==> src/hw/rtl/prc_pkg.sv <==
// shared types and constants for the prime range counter
package prc_pkg;

  localparam int NUMBER_W = 24;
  localparam int ROOT_W   = (NUMBER_W + 1) / 2;
  localparam int DIV_W    = ROOT_W + 1;
  localparam int SQ_XW    = 2 * ROOT_W;
  localparam int SQ_CW    = $clog2(ROOT_W);
  localparam int DIV_CW   = $clog2(NUMBER_W);

  typedef struct packed {
    logic [NUMBER_W-1:0] lower_bound;
    logic [NUMBER_W-1:0] upper_bound;
    logic                restart_total;
  } in_item_t;

  typedef struct packed {
    logic [NUMBER_W-1:0] segment_count;
    logic [NUMBER_W-1:0] total_count;
  } out_item_t;

  typedef struct packed {
    logic load;
    logic cand_inc;
    logic sqrt_start;
    logic sqrt_step;
    logic div_init;
    logic div_start;
    logic div_step;
    logic d_inc;
    logic count_inc;
    logic finish;
  } dp_cmd_t;

  typedef struct packed {
    logic empty;
    logic below_two;
    logic last_cand;
    logic sqrt_last;
    logic d_over;
    logic div_last;
    logic rem_zero;
  } dp_status_t;

endpackage

==> src/hw/rtl/prime_range_counter_top.sv <==
// top level of the prime range counter
//
//   channel  handshake               payload
//   in       in_valid / in_stall     in_item  (lower_bound, upper_bound, restart_total)
//   out      out_valid / out_stall   out_item (segment_count, total_count)
//
// one item at a time; in_stall is high from the cycle after a transfer until the result
// is loaded into the output register, which then waits for out_stall to drop
// per candidate: bookkeeping, a digit-by-digit square root, then per trial divisor from 2
// up to the root a pass of the bit-serial remainder unit, and a final step counts a prime;
// an empty range skips the loops and goes straight to the result
// rst is synchronous and clears the state machine, the output valid and the running total
module prime_range_counter_top import prc_pkg::*; (
  input  logic      clk,
  input  logic      rst,
  input  logic      in_valid,
  output logic      in_stall,
  input  in_item_t  in_item,
  output logic      out_valid,
  input  logic      out_stall,
  output out_item_t out_item
);

  dp_cmd_t    cmd;
  dp_status_t status;

  prc_ctrl u_ctrl (
    .clk       (clk),
    .rst       (rst),
    .in_valid  (in_valid),
    .in_stall  (in_stall),
    .out_valid (out_valid),
    .out_stall (out_stall),
    .status    (status),
    .cmd       (cmd)
  );

  prc_datapath u_datapath (
    .clk      (clk),
    .rst      (rst),
    .in_item  (in_item),
    .cmd      (cmd),
    .status   (status),
    .out_item (out_item)
  );

endmodule

==> src/hw/rtl/prc_ctrl.sv <==
// sequencer for the candidate, square root and trial division loops
module prc_ctrl import prc_pkg::*; (
  input  logic       clk,
  input  logic       rst,
  input  logic       in_valid,
  output logic       in_stall,
  output logic       out_valid,
  input  logic       out_stall,
  input  dp_status_t status,
  output dp_cmd_t    cmd
);

  localparam logic [2:0] S_IDLE   = 3'd0;
  localparam logic [2:0] S_CAND   = 3'd1;
  localparam logic [2:0] S_SQRT   = 3'd2;
  localparam logic [2:0] S_TEST   = 3'd3;
  localparam logic [2:0] S_DIV    = 3'd4;
  localparam logic [2:0] S_CHECK  = 3'd5;
  localparam logic [2:0] S_NEXT   = 3'd6;
  localparam logic [2:0] S_FINISH = 3'd7;

  logic [2:0] state;
  logic [2:0] state_next;
  logic       out_valid_next;
  logic       out_free;

  assign in_stall = (state != S_IDLE);
  assign out_free = !out_valid || !out_stall;

  always_comb begin
    state_next = state;
    cmd        = '0;
    case (state)
      S_IDLE: begin
        if (in_valid) begin
          cmd.load   = 1'b1;
          state_next = status.empty ? S_FINISH : S_CAND;
        end
      end
      S_CAND: begin
        if (status.below_two) begin
          state_next = S_NEXT;
        end else begin
          cmd.sqrt_start = 1'b1;
          state_next     = S_SQRT;
        end
      end
      S_SQRT: begin
        cmd.sqrt_step = 1'b1;
        if (status.sqrt_last) begin
          cmd.div_init = 1'b1;
          state_next   = S_TEST;
        end
      end
      S_TEST: begin
        if (status.d_over) begin
          cmd.count_inc = 1'b1;
          state_next    = S_NEXT;
        end else begin
          cmd.div_start = 1'b1;
          state_next    = S_DIV;
        end
      end
      S_DIV: begin
        cmd.div_step = 1'b1;
        if (status.div_last) begin
          state_next = S_CHECK;
        end
      end
      S_CHECK: begin
        if (status.rem_zero) begin
          state_next = S_NEXT;
        end else begin
          cmd.d_inc  = 1'b1;
          state_next = S_TEST;
        end
      end
      S_NEXT: begin
        if (status.last_cand) begin
          state_next = S_FINISH;
        end else begin
          cmd.cand_inc = 1'b1;
          state_next   = S_CAND;
        end
      end
      S_FINISH: begin
        if (out_free) begin
          cmd.finish = 1'b1;
          state_next = S_IDLE;
        end
      end
      default: begin
        state_next = S_IDLE;
      end
    endcase
  end

  assign out_valid_next = (out_valid && out_stall) || cmd.finish;

  always_ff @(posedge clk) begin
    if (rst) begin
      state     <= S_IDLE;
      out_valid <= 1'b0;
    end else begin
      state     <= state_next;
      out_valid <= out_valid_next;
    end
  end

endmodule

==> src/hw/rtl/prc_datapath.sv <==
// candidate, root, divisor, remainder and count registers
module prc_datapath import prc_pkg::*; (
  input  logic       clk,
  input  logic       rst,
  input  in_item_t   in_item,
  input  dp_cmd_t    cmd,
  output dp_status_t status,
  output out_item_t  out_item
);

  logic [NUMBER_W-1:0] cand;
  logic [NUMBER_W-1:0] hi;
  logic                restart;
  logic [NUMBER_W-1:0] count;
  logic [NUMBER_W-1:0] total;

  logic [SQ_XW-1:0]    sq_x;
  logic [ROOT_W:0]     sq_rem;
  logic [ROOT_W-1:0]   root;
  logic [SQ_CW-1:0]    sq_cnt;

  logic [DIV_W-1:0]    divisor;
  logic [DIV_W-1:0]    part;
  logic [NUMBER_W-1:0] div_x;
  logic [DIV_CW-1:0]   div_cnt;

  // square root digit step
  logic [ROOT_W+2:0]   sq_sh;
  logic [ROOT_W+2:0]   sq_trial;
  logic                sq_ge;
  logic [ROOT_W+2:0]   sq_diff;

  // remainder bit step
  logic [DIV_W:0]      dv_sh;
  logic [DIV_W:0]      dv_d;
  logic                dv_ge;
  logic [DIV_W:0]      dv_diff;

  // total update
  logic [NUMBER_W-1:0] base;
  logic [NUMBER_W:0]   sum;
  logic [NUMBER_W-1:0] total_next;

  assign sq_sh    = {sq_rem, sq_x[SQ_XW-1 -: 2]};
  assign sq_trial = {1'b0, root, 2'b01};
  assign sq_ge    = (sq_sh >= sq_trial);
  assign sq_diff  = sq_sh - sq_trial;

  assign dv_sh   = {part, div_x[NUMBER_W-1]};
  assign dv_d    = {1'b0, divisor};
  assign dv_ge   = (dv_sh >= dv_d);
  assign dv_diff = dv_sh - dv_d;

  assign base       = restart ? '0 : total;
  assign sum        = {1'b0, base} + {1'b0, count};
  assign total_next = sum[NUMBER_W] ? '1 : sum[NUMBER_W-1:0];

  assign status.empty     = (in_item.lower_bound > in_item.upper_bound);
  assign status.below_two = (cand[NUMBER_W-1:1] == '0);
  assign status.last_cand = (cand == hi);
  assign status.sqrt_last = (sq_cnt == '0);
  assign status.d_over    = (divisor > {1'b0, root});
  assign status.div_last  = (div_cnt == '0);
  assign status.rem_zero  = (part == '0);

  always_ff @(posedge clk) begin
    if (rst) begin
      total <= '0;
    end else if (cmd.finish) begin
      total <= total_next;
    end
  end

  always_ff @(posedge clk) begin
    if (cmd.load) begin
      cand    <= in_item.lower_bound;
      hi      <= in_item.upper_bound;
      restart <= in_item.restart_total;
      count   <= '0;
    end else begin
      if (cmd.cand_inc) begin
        cand <= cand + 1'b1;
      end
      if (cmd.count_inc) begin
        count <= count + 1'b1;
      end
    end

    if (cmd.sqrt_start) begin
      sq_x   <= SQ_XW'(cand);
      sq_rem <= '0;
      root   <= '0;
      sq_cnt <= SQ_CW'(ROOT_W - 1);
    end else if (cmd.sqrt_step) begin
      sq_x   <= sq_x << 2;
      sq_rem <= sq_ge ? sq_diff[ROOT_W:0] : sq_sh[ROOT_W:0];
      root   <= {root[ROOT_W-2:0], sq_ge};
      sq_cnt <= sq_cnt - 1'b1;
    end

    if (cmd.div_init) begin
      divisor <= DIV_W'(2);
    end else if (cmd.d_inc) begin
      divisor <= divisor + 1'b1;
    end

    if (cmd.div_start) begin
      part    <= '0;
      div_x   <= cand;
      div_cnt <= DIV_CW'(NUMBER_W - 1);
    end else if (cmd.div_step) begin
      part    <= dv_ge ? dv_diff[DIV_W-1:0] : dv_sh[DIV_W-1:0];
      div_x   <= div_x << 1;
      div_cnt <= div_cnt - 1'b1;
    end

    if (cmd.finish) begin
      out_item.segment_count <= count;
      out_item.total_count   <= total_next;
    end
  end

endmodule

==> config.mk <==
export PLATFORM = sky130hd
export DESIGN_NAME = prime_range_counter_top
export DESIGN_NICKNAME = d
export VERILOG_FILES = /design/src/hw/rtl/prc_pkg.sv /design/src/hw/rtl/prime_range_counter_top.sv /design/src/hw/rtl/prc_ctrl.sv /design/src/hw/rtl/prc_datapath.sv
export SDC_FILE = /design/constraint.sdc
export NUM_CORES = 1
export LEC_CHECK = 0
export ABC_AREA = 1
export BUFFER_PORTS_ARGS = -buffer_cell sky130_fd_sc_hd__buf_2
export CELL_PAD_IN_SITES_DETAIL_PLACEMENT = 0
export CELL_PAD_IN_SITES_GLOBAL_PLACEMENT = 1
export CORE_MARGIN = 5
export CORE_UTILIZATION = 49
export DETAILED_ROUTE_END_ITERATION = 10
export PLACE_DENSITY_LB_ADDON = 0.1
export REMOVE_ABC_BUFFERS = 1
export SLEW_MARGIN = 40
export SYNTH_ARGS = -nofsm -noshare
export SYNTH_HDL_FRONTEND = slang
export SYNTH_SLANG_ARGS = --single-unit
==> constraint.sdc <==
create_clock -name clk -period 6.7 [get_ports clk]
set_input_delay 0.335 -clock clk [delete_from_list [all_inputs] [get_ports clk]]
set_output_delay 0.335 -clock clk [all_outputs]
set_load 0.02 [all_outputs]
==> metrics.cfg, run 1 <==
[status]
status=finished clean

[cells_and_area]
layout_commonest_cell=nand2_1
final_cell_mix=671 x nand2_1, 322 x inv_1, 190 x nor2_1
fill_cells=3184
instances_no_fill=2749
area_growth_pct=13.41
final_nets=2430
diodes=0
drive_gt1_frac=0.09623
multi_input_area_um2=7951
seq_area_um2=6596

[worst_setup_path]
timing.rr.end=u_datapath.out_item[2]
start_kind=flip-flop
rrSetupSlack_ns=3.57
crit_fanout=18
reg2reg_depth=15
arrival_ns=3.44
cp-end-kind=flip-flop
cp_data_required_time_ns=7.01
rr_startpoint=u_datapath.restart
path_class=flip-flop to flip-flop

[placement]
place_congestion=0.9239
port_buffers=102
hpwl_um=30910
placedCellCount=2668

[routing]
drtIter0Drc=926
wirelength_um=41270
wire_per_inst_um=15.01
via_per_inst=5.039
num_vias=13850
drc=0
detail-route-antenna-nets=0
dr.pass1.iters=5

[synth]
synth_xor_xnor_area_share=0.04419
ys_seq_area_frac=0.4109
synth_top_family_by_area=simple AND/OR/NAND/NOR gates
yosysWarnings=0
ys_types=45
synth_simple_gate_area_frac=0.2963
muxShareOfSynthArea=0
synth_edf_count=145
syn_area_per_cell_um2=7.404
synth_compound_area_frac=0.07903
ys_ff_latch=257
synth-adder-area-share=0.07420
synthArstFlopShare=0
syn_area_um2=16050
synth-main-ff-cell=edfxtp_1
postSynthCellCount=2168

[sta]
fin_crit_sh=0.4670
setup_viol=0
hold_viol=0
worst_pin_slew_ns=0.7075
skew_ns=0.01388
max_slew_margin=0.5267
rsz0062_at_grt=false
fin_crit_ns=3.129
max_freq_mhz=319.6
slew_viol_final=0
finalSetupTns_ns=0

[global_routing]
grtUsageTotal=0.2265
grt_pass1_vias=13200
grt_pass1_wl_um=67500
grt_max_degree=82
antenna_found_initial=0
grt_overflow=0

[floorplanning]
rows=66
core_um2=32450
start_util=0.4946
die_w_um=191
die_height_um=191
ios=103
dieArea_um2=36480

[clock_tree]
postCtsSetupBuffers=0
cts.sinks=257
cts_tree=built
cts_made_buffers=30
root_buffer=clkbuf_16
clk_latency_ns=0.56
cts-htree-levels=1
clk_pin_slew_worst_paths_ns=0.06
clock_path_buffers=3

[min_path]
min_from=in_item[23]
holdPathStages=1
min_to=u_datapath.hi[22]
hold_class=primary input to flip-flop

[pwr]
power_leakage_nw=8.581
vdd_ir_drop_max_mv=0.1734
p_per_area_nw_per_um2=385.2

[run]
drv_cap=0

area by class of cell:
| cell class | instances | share of cell area |
|---|---|---|
| Timing Repair Buffer | 132 | 0.04453 |
| Tap cell | 442 | 0.03038 |
| Clock inverter | 13 | 0.008109 |
| Sequential cell | 257 | 0.3623 |
| Inverter | 337 | 0.06948 |
| Multi-Input combinational cell | 1525 | 0.4367 |
| Clock buffer | 43 | 0.04845 |
metal layers:
layer,vias to the layer above,GRT usage,share of wire
li1,7195,-,-
met4,0,0.05276,0.023
met5,-,0,0
met3,57,0.02776,0.043
met1,6315,0.3319,0.50
met2,284,0.3602,0.44
timing repair:
| item | in CTS | in global routing |
|---|---|---|
| resized for setup | 0 | 0 |
| endpoints found under the hold margin | 24 | 0 |
| hold buffers | 24 | 0 |
critical path, stage by stage, from the launching register on:
cell and delay [ns]:
edfxtp_1 0.57, nor2_1 0.12, ha_1 0.26, fa_1 0.44
nand2_1 0.09, inv_1 0.05, nand2_1 0.06, nand3_2 0.10
nand2_1 0.07, nand2_1 0.14, nand2_1 0.12, inv_2 0.05
nor2_4 0.39, inv_1 0.18, nor2_1 0.19, inv_1 0.05
cell families (layout without fill, tap and decap cells):
group | count (synthesis) | after routing
and+or+nand+nor | 1107 | 1107
buffers and inverters | 386 | 525
DFF | 257 | 257
AOI/OAI and AO/OA | 243 | 243
adders and majority gates | 94 | 94
xor gates and xnor gates | 81 | 81
sequential cells by signal, summed over array words and instances (netlist names), 4 cells and up:
register             cells
u_datapath.root         12
u_datapath.cand         24
u_datapath.sq_cnt        4
u_datapath.out_item     48
u_datapath.hi           24
u_datapath.total        24
u_datapath.count        24
u_datapath.divisor      13
u_datapath.part         13
u_datapath.sq_rem       13
u_datapath.div_cnt       5
u_datapath.div_x        24
u_datapath.sq_x         24
cell usage after synthesis (8+ instances only):
cell type,n,area [um^2]
nor3_1,30,150.1
nand2_1,673,2526
ha_1,92,1151
nand3b_1,8,60.06
a21oi_1,113,565.5
xnor2_1,38,332.8
inv_1,322,1209
dfxtp_1,112,2242
clkbuf_1,10,37.54
nand3_2,13,130.1
nor2_1,191,716.9
xor2_1,43,376.6
inv_2,15,56.30
o21ai_1,21,105.1
nand3_1,107,535.5
nand2_2,8,50.05
edfxtp_1,145,4354
o21ai_0,87,435.4
nand4_1,45,281.5
buf_2,30,150.1
through the flow:
step / utilization / hold slack (ns) / setup WS [ns] / total power [mW] / instance area (um^2)
floorplan: - / 0.4041 / 1.565 / 4.572 / 15790
global placement: 0.5205 / 0.4499 / 2.896 / 5.294 / 16890
detailed placement: 0.5210 / 0.4604 / 3.256 / 5.338 / 16910
CTS: 0.5601 / 0.001197 / 3.235 / 7.055 / 18180
global route: 0.5610 / 0.0007871 / 3.214 / 7.604 / 18210
finish: 0.5610 / 0.02350 / 3.571 / 7.013 / 18210
where the power goes:
part / internal (mW) / leakage [nW] / total [mW] / switching, mW
combinational: 0.945 / 5.82 / 2.81 / 1.86
sequential: 2.20 / 2.27 / 2.53 / 0.323
clock: 1.03 / 0.493 / 1.68 / 0.651
how the worst max path moves through the flow:
stage | to | cells past startpoint | from
2_1_floorplan | u_datapath.cand[0] | 5 | u_ctrl.state[1]
3_3_place_gp | u_datapath.out_item[7] | 15 | u_datapath.restart
3_5_place_dp | u_datapath.out_item[2] | 15 | u_datapath.restart
4_1_cts | u_datapath.out_item[5] | 15 | u_datapath.restart
5_1_grt | u_datapath.out_item[2] | 15 | u_datapath.restart
6_report | u_datapath.out_item[2] | 15 | u_datapath.restart
Note: power is estimated with default switching activity, not from simulation.
==> run 2, diff against run 1 <==
- CORE_UTILIZATION: 49 -> 41
- clock period: 6.7 -> 2.85 ns (I/O delays scaled with it)
==> run 2 against run 1 <==
Compared with the run above: clock power increased by 130%; flip-flop and latch count stayed put; critical endpoint is now u_datapath.out_item[22]; routed wire length grew 6.1%; total power increased by 140%; largest cell class unchanged; first-iteration DRC count shrank 0.22%; global-route usage fell by 2.8 points; via count up 0.86%; clock skew is 0.00065 ns lower; register-to-register slack lost 3.3 ns.
==> metrics.cfg, run 2 (same netlist as run 1, synthesis figures left out) <==
[status]
status=finished clean

[pwr]
p_per_area_nw_per_um2=883.5
power_leakage_nw=8.821
vdd_ir_drop_max_mv=0.5231
total_power_mw=16.56

[floorplanning]
die_w_um=207.9
die_height_um=207.9
start_util=0.4144
dieArea_um2=43210
core_um2=38740
ios=103
rows=72

[min_path]
holdPathStages=5
min_from=in_valid
min_to=u_ctrl.state[2]
hold_class=primary input to flip-flop

[placement]
hpwl_um=33210
place_congestion=0.9003
dp_slack_ns=0.2180
port_buffers=102
place_area_um2=17240

[clock_tree]
cts_tree=built
clk_pin_slew_worst_paths_ns=0.06
cts_made_buffers=31
root_buffer=clkbuf_16
clock_path_buffers=3
cts.sinks=257
clk_latency_ns=0.57
cts-htree-levels=1

[cells_and_area]
diodes=0
area_growth_pct=16.77
largest_reg_flops=48
drive_gt1_frac=0.1019
final_area_um2=18740
final_cell_mix=673 x nand2_1, 322 x inv_1, 190 x nor2_1
top_register=u_datapath.out_item
layout_commonest_cell=nand2_1
final_nets=2487
final_core_util=0.4839

[sta]
max_slew_margin=0.5636
rsz0062_at_grt=false
setup_viol=0
worst_pin_slew_ns=0.6538
fin_crit_sh=0.8923
fin_ws_ns=0.3068
hold_viol=0
fin_crit_ns=2.543
max_freq_mhz=393.2
skew_ns=0.01323
finalSetupTns_ns=0
slew_viol_final=0

[routing]
via_per_inst=4.847
detail-route-antenna-nets=0
wire_per_inst_um=15.20
wirelength_um=43800
drc=0
num_vias=13970
dr.pass1.iters=8
drtIter0Drc=924

[global_routing]
grt-busiest-layer=met2
grt_max_degree=81
grtUsageMet1=0.2948
grt_pass1_vias=13240
grt_overflow=0
antenna_found_initial=0
use_met2=0.3068
grt_pass1_wl_um=70790
use_met3=0.02448
grtUsageTotal=0.1983

[worst_setup_path]
cp-end-kind=flip-flop
start_kind=flip-flop
timing.rr.end=u_datapath.out_item[22]
cp_data_required_time_ns=3.15
reg2reg_depth=14
rrSetupSlack_ns=0.31
crit_fanout=22
path_class=flip-flop to flip-flop
arrival_ns=2.84
rr_startpoint=u_datapath.restart

[run]
drv_cap=0

run 2: changes by cell type in the layout (fill, tap and decap cells not counted), moves of 2 or more:
| cell | change |
|---|---|
| clkinv_2 | +2 |
| buf_4 | +27 |
| clkbuf_1 | +3 |
| clkbuf_8 | -3 |
| dlygate4sd3_1 | +28 |
| clkinv_1 | +4 |
| buf_12 | +3 |
| nand2_1 | +2 |
| clkinvlp_4 | -4 |
run 2: how the worst max path moves through the flow:
stage	cells after the start	from	end
finish	14	u_datapath.restart	u_datapath.out_item[22]
global route	16	u_datapath.restart	u_datapath.total[22]
CTS	15	u_datapath.restart	u_datapath.out_item[2]
detailed placement	15	u_datapath.restart	u_datapath.out_item[2]
global placement	15	u_datapath.restart	u_datapath.out_item[8]
floorplan	5	u_ctrl.state[1]	u_datapath.cand[0]
run 2: final cells by class:
type,count,area [um^2]
inverters,337,1265
repair buffers,188,1328
clock inverters,15,142.6
well taps,518,648.1
fillers,3924,19990
flip-flops and latches,257,6596
clock buffers,42,827.0
multi-input cells,1525,7938
run 2: report_power, final:
| group | leakage [nW] | internal (mW) | total [mW] | switching, mW |
|---|---|---|---|---|
| Clock | 0.476 | 2.28 | 3.82 | 1.54 |
| Combinational | 6.07 | 2.35 | 6.84 | 4.49 |
| Sequential | 2.27 | 5.17 | 5.90 | 0.726 |
| Total | 8.82 | 9.80 | 16.6 | 6.76 |
run 2: repair_timing:
item,4_1_cts,5_1_grt
setup buffers,0,2
resized for setup,0,1
endpoints found under the hold margin,51,0
setup endpoints to repair,0,16
hold buffers,52,0
run 2: through the flow:
stage | hold WS [ns] | instances
global route | 0.1522 | 2882
finish | 0.1212 | 2882
floorplan | 0.2116 | 2119
global placement | 0.3341 | 2771
detailed placement | 0.3368 | 2771
CTS | 0.07996 | 2880
run 2: critical path, cell delays in order, from the launching register on:
cell and delay (ns):
edfxtp_1 0.38, nor2_1 0.07, ha_1 0.24, fa_1 0.40, nand2_1 0.08, inv_1 0.05
nand2_1 0.07, nand3_2 0.11, nand2_1 0.08, nand2_1 0.12, nand2_1 0.10, inv_2 0.04
nor2_4 0.20, buf_12 0.22, nand3_1 0.12
run 2: layer usage:
layer	vias up	part of all wire	routed length, um
li1	7308	-	-
met1	6323	0.50	22000
met2	274	0.43	18720
met3	65	0.043	1889
met4	0	0.027	1191
met5	-	0	0
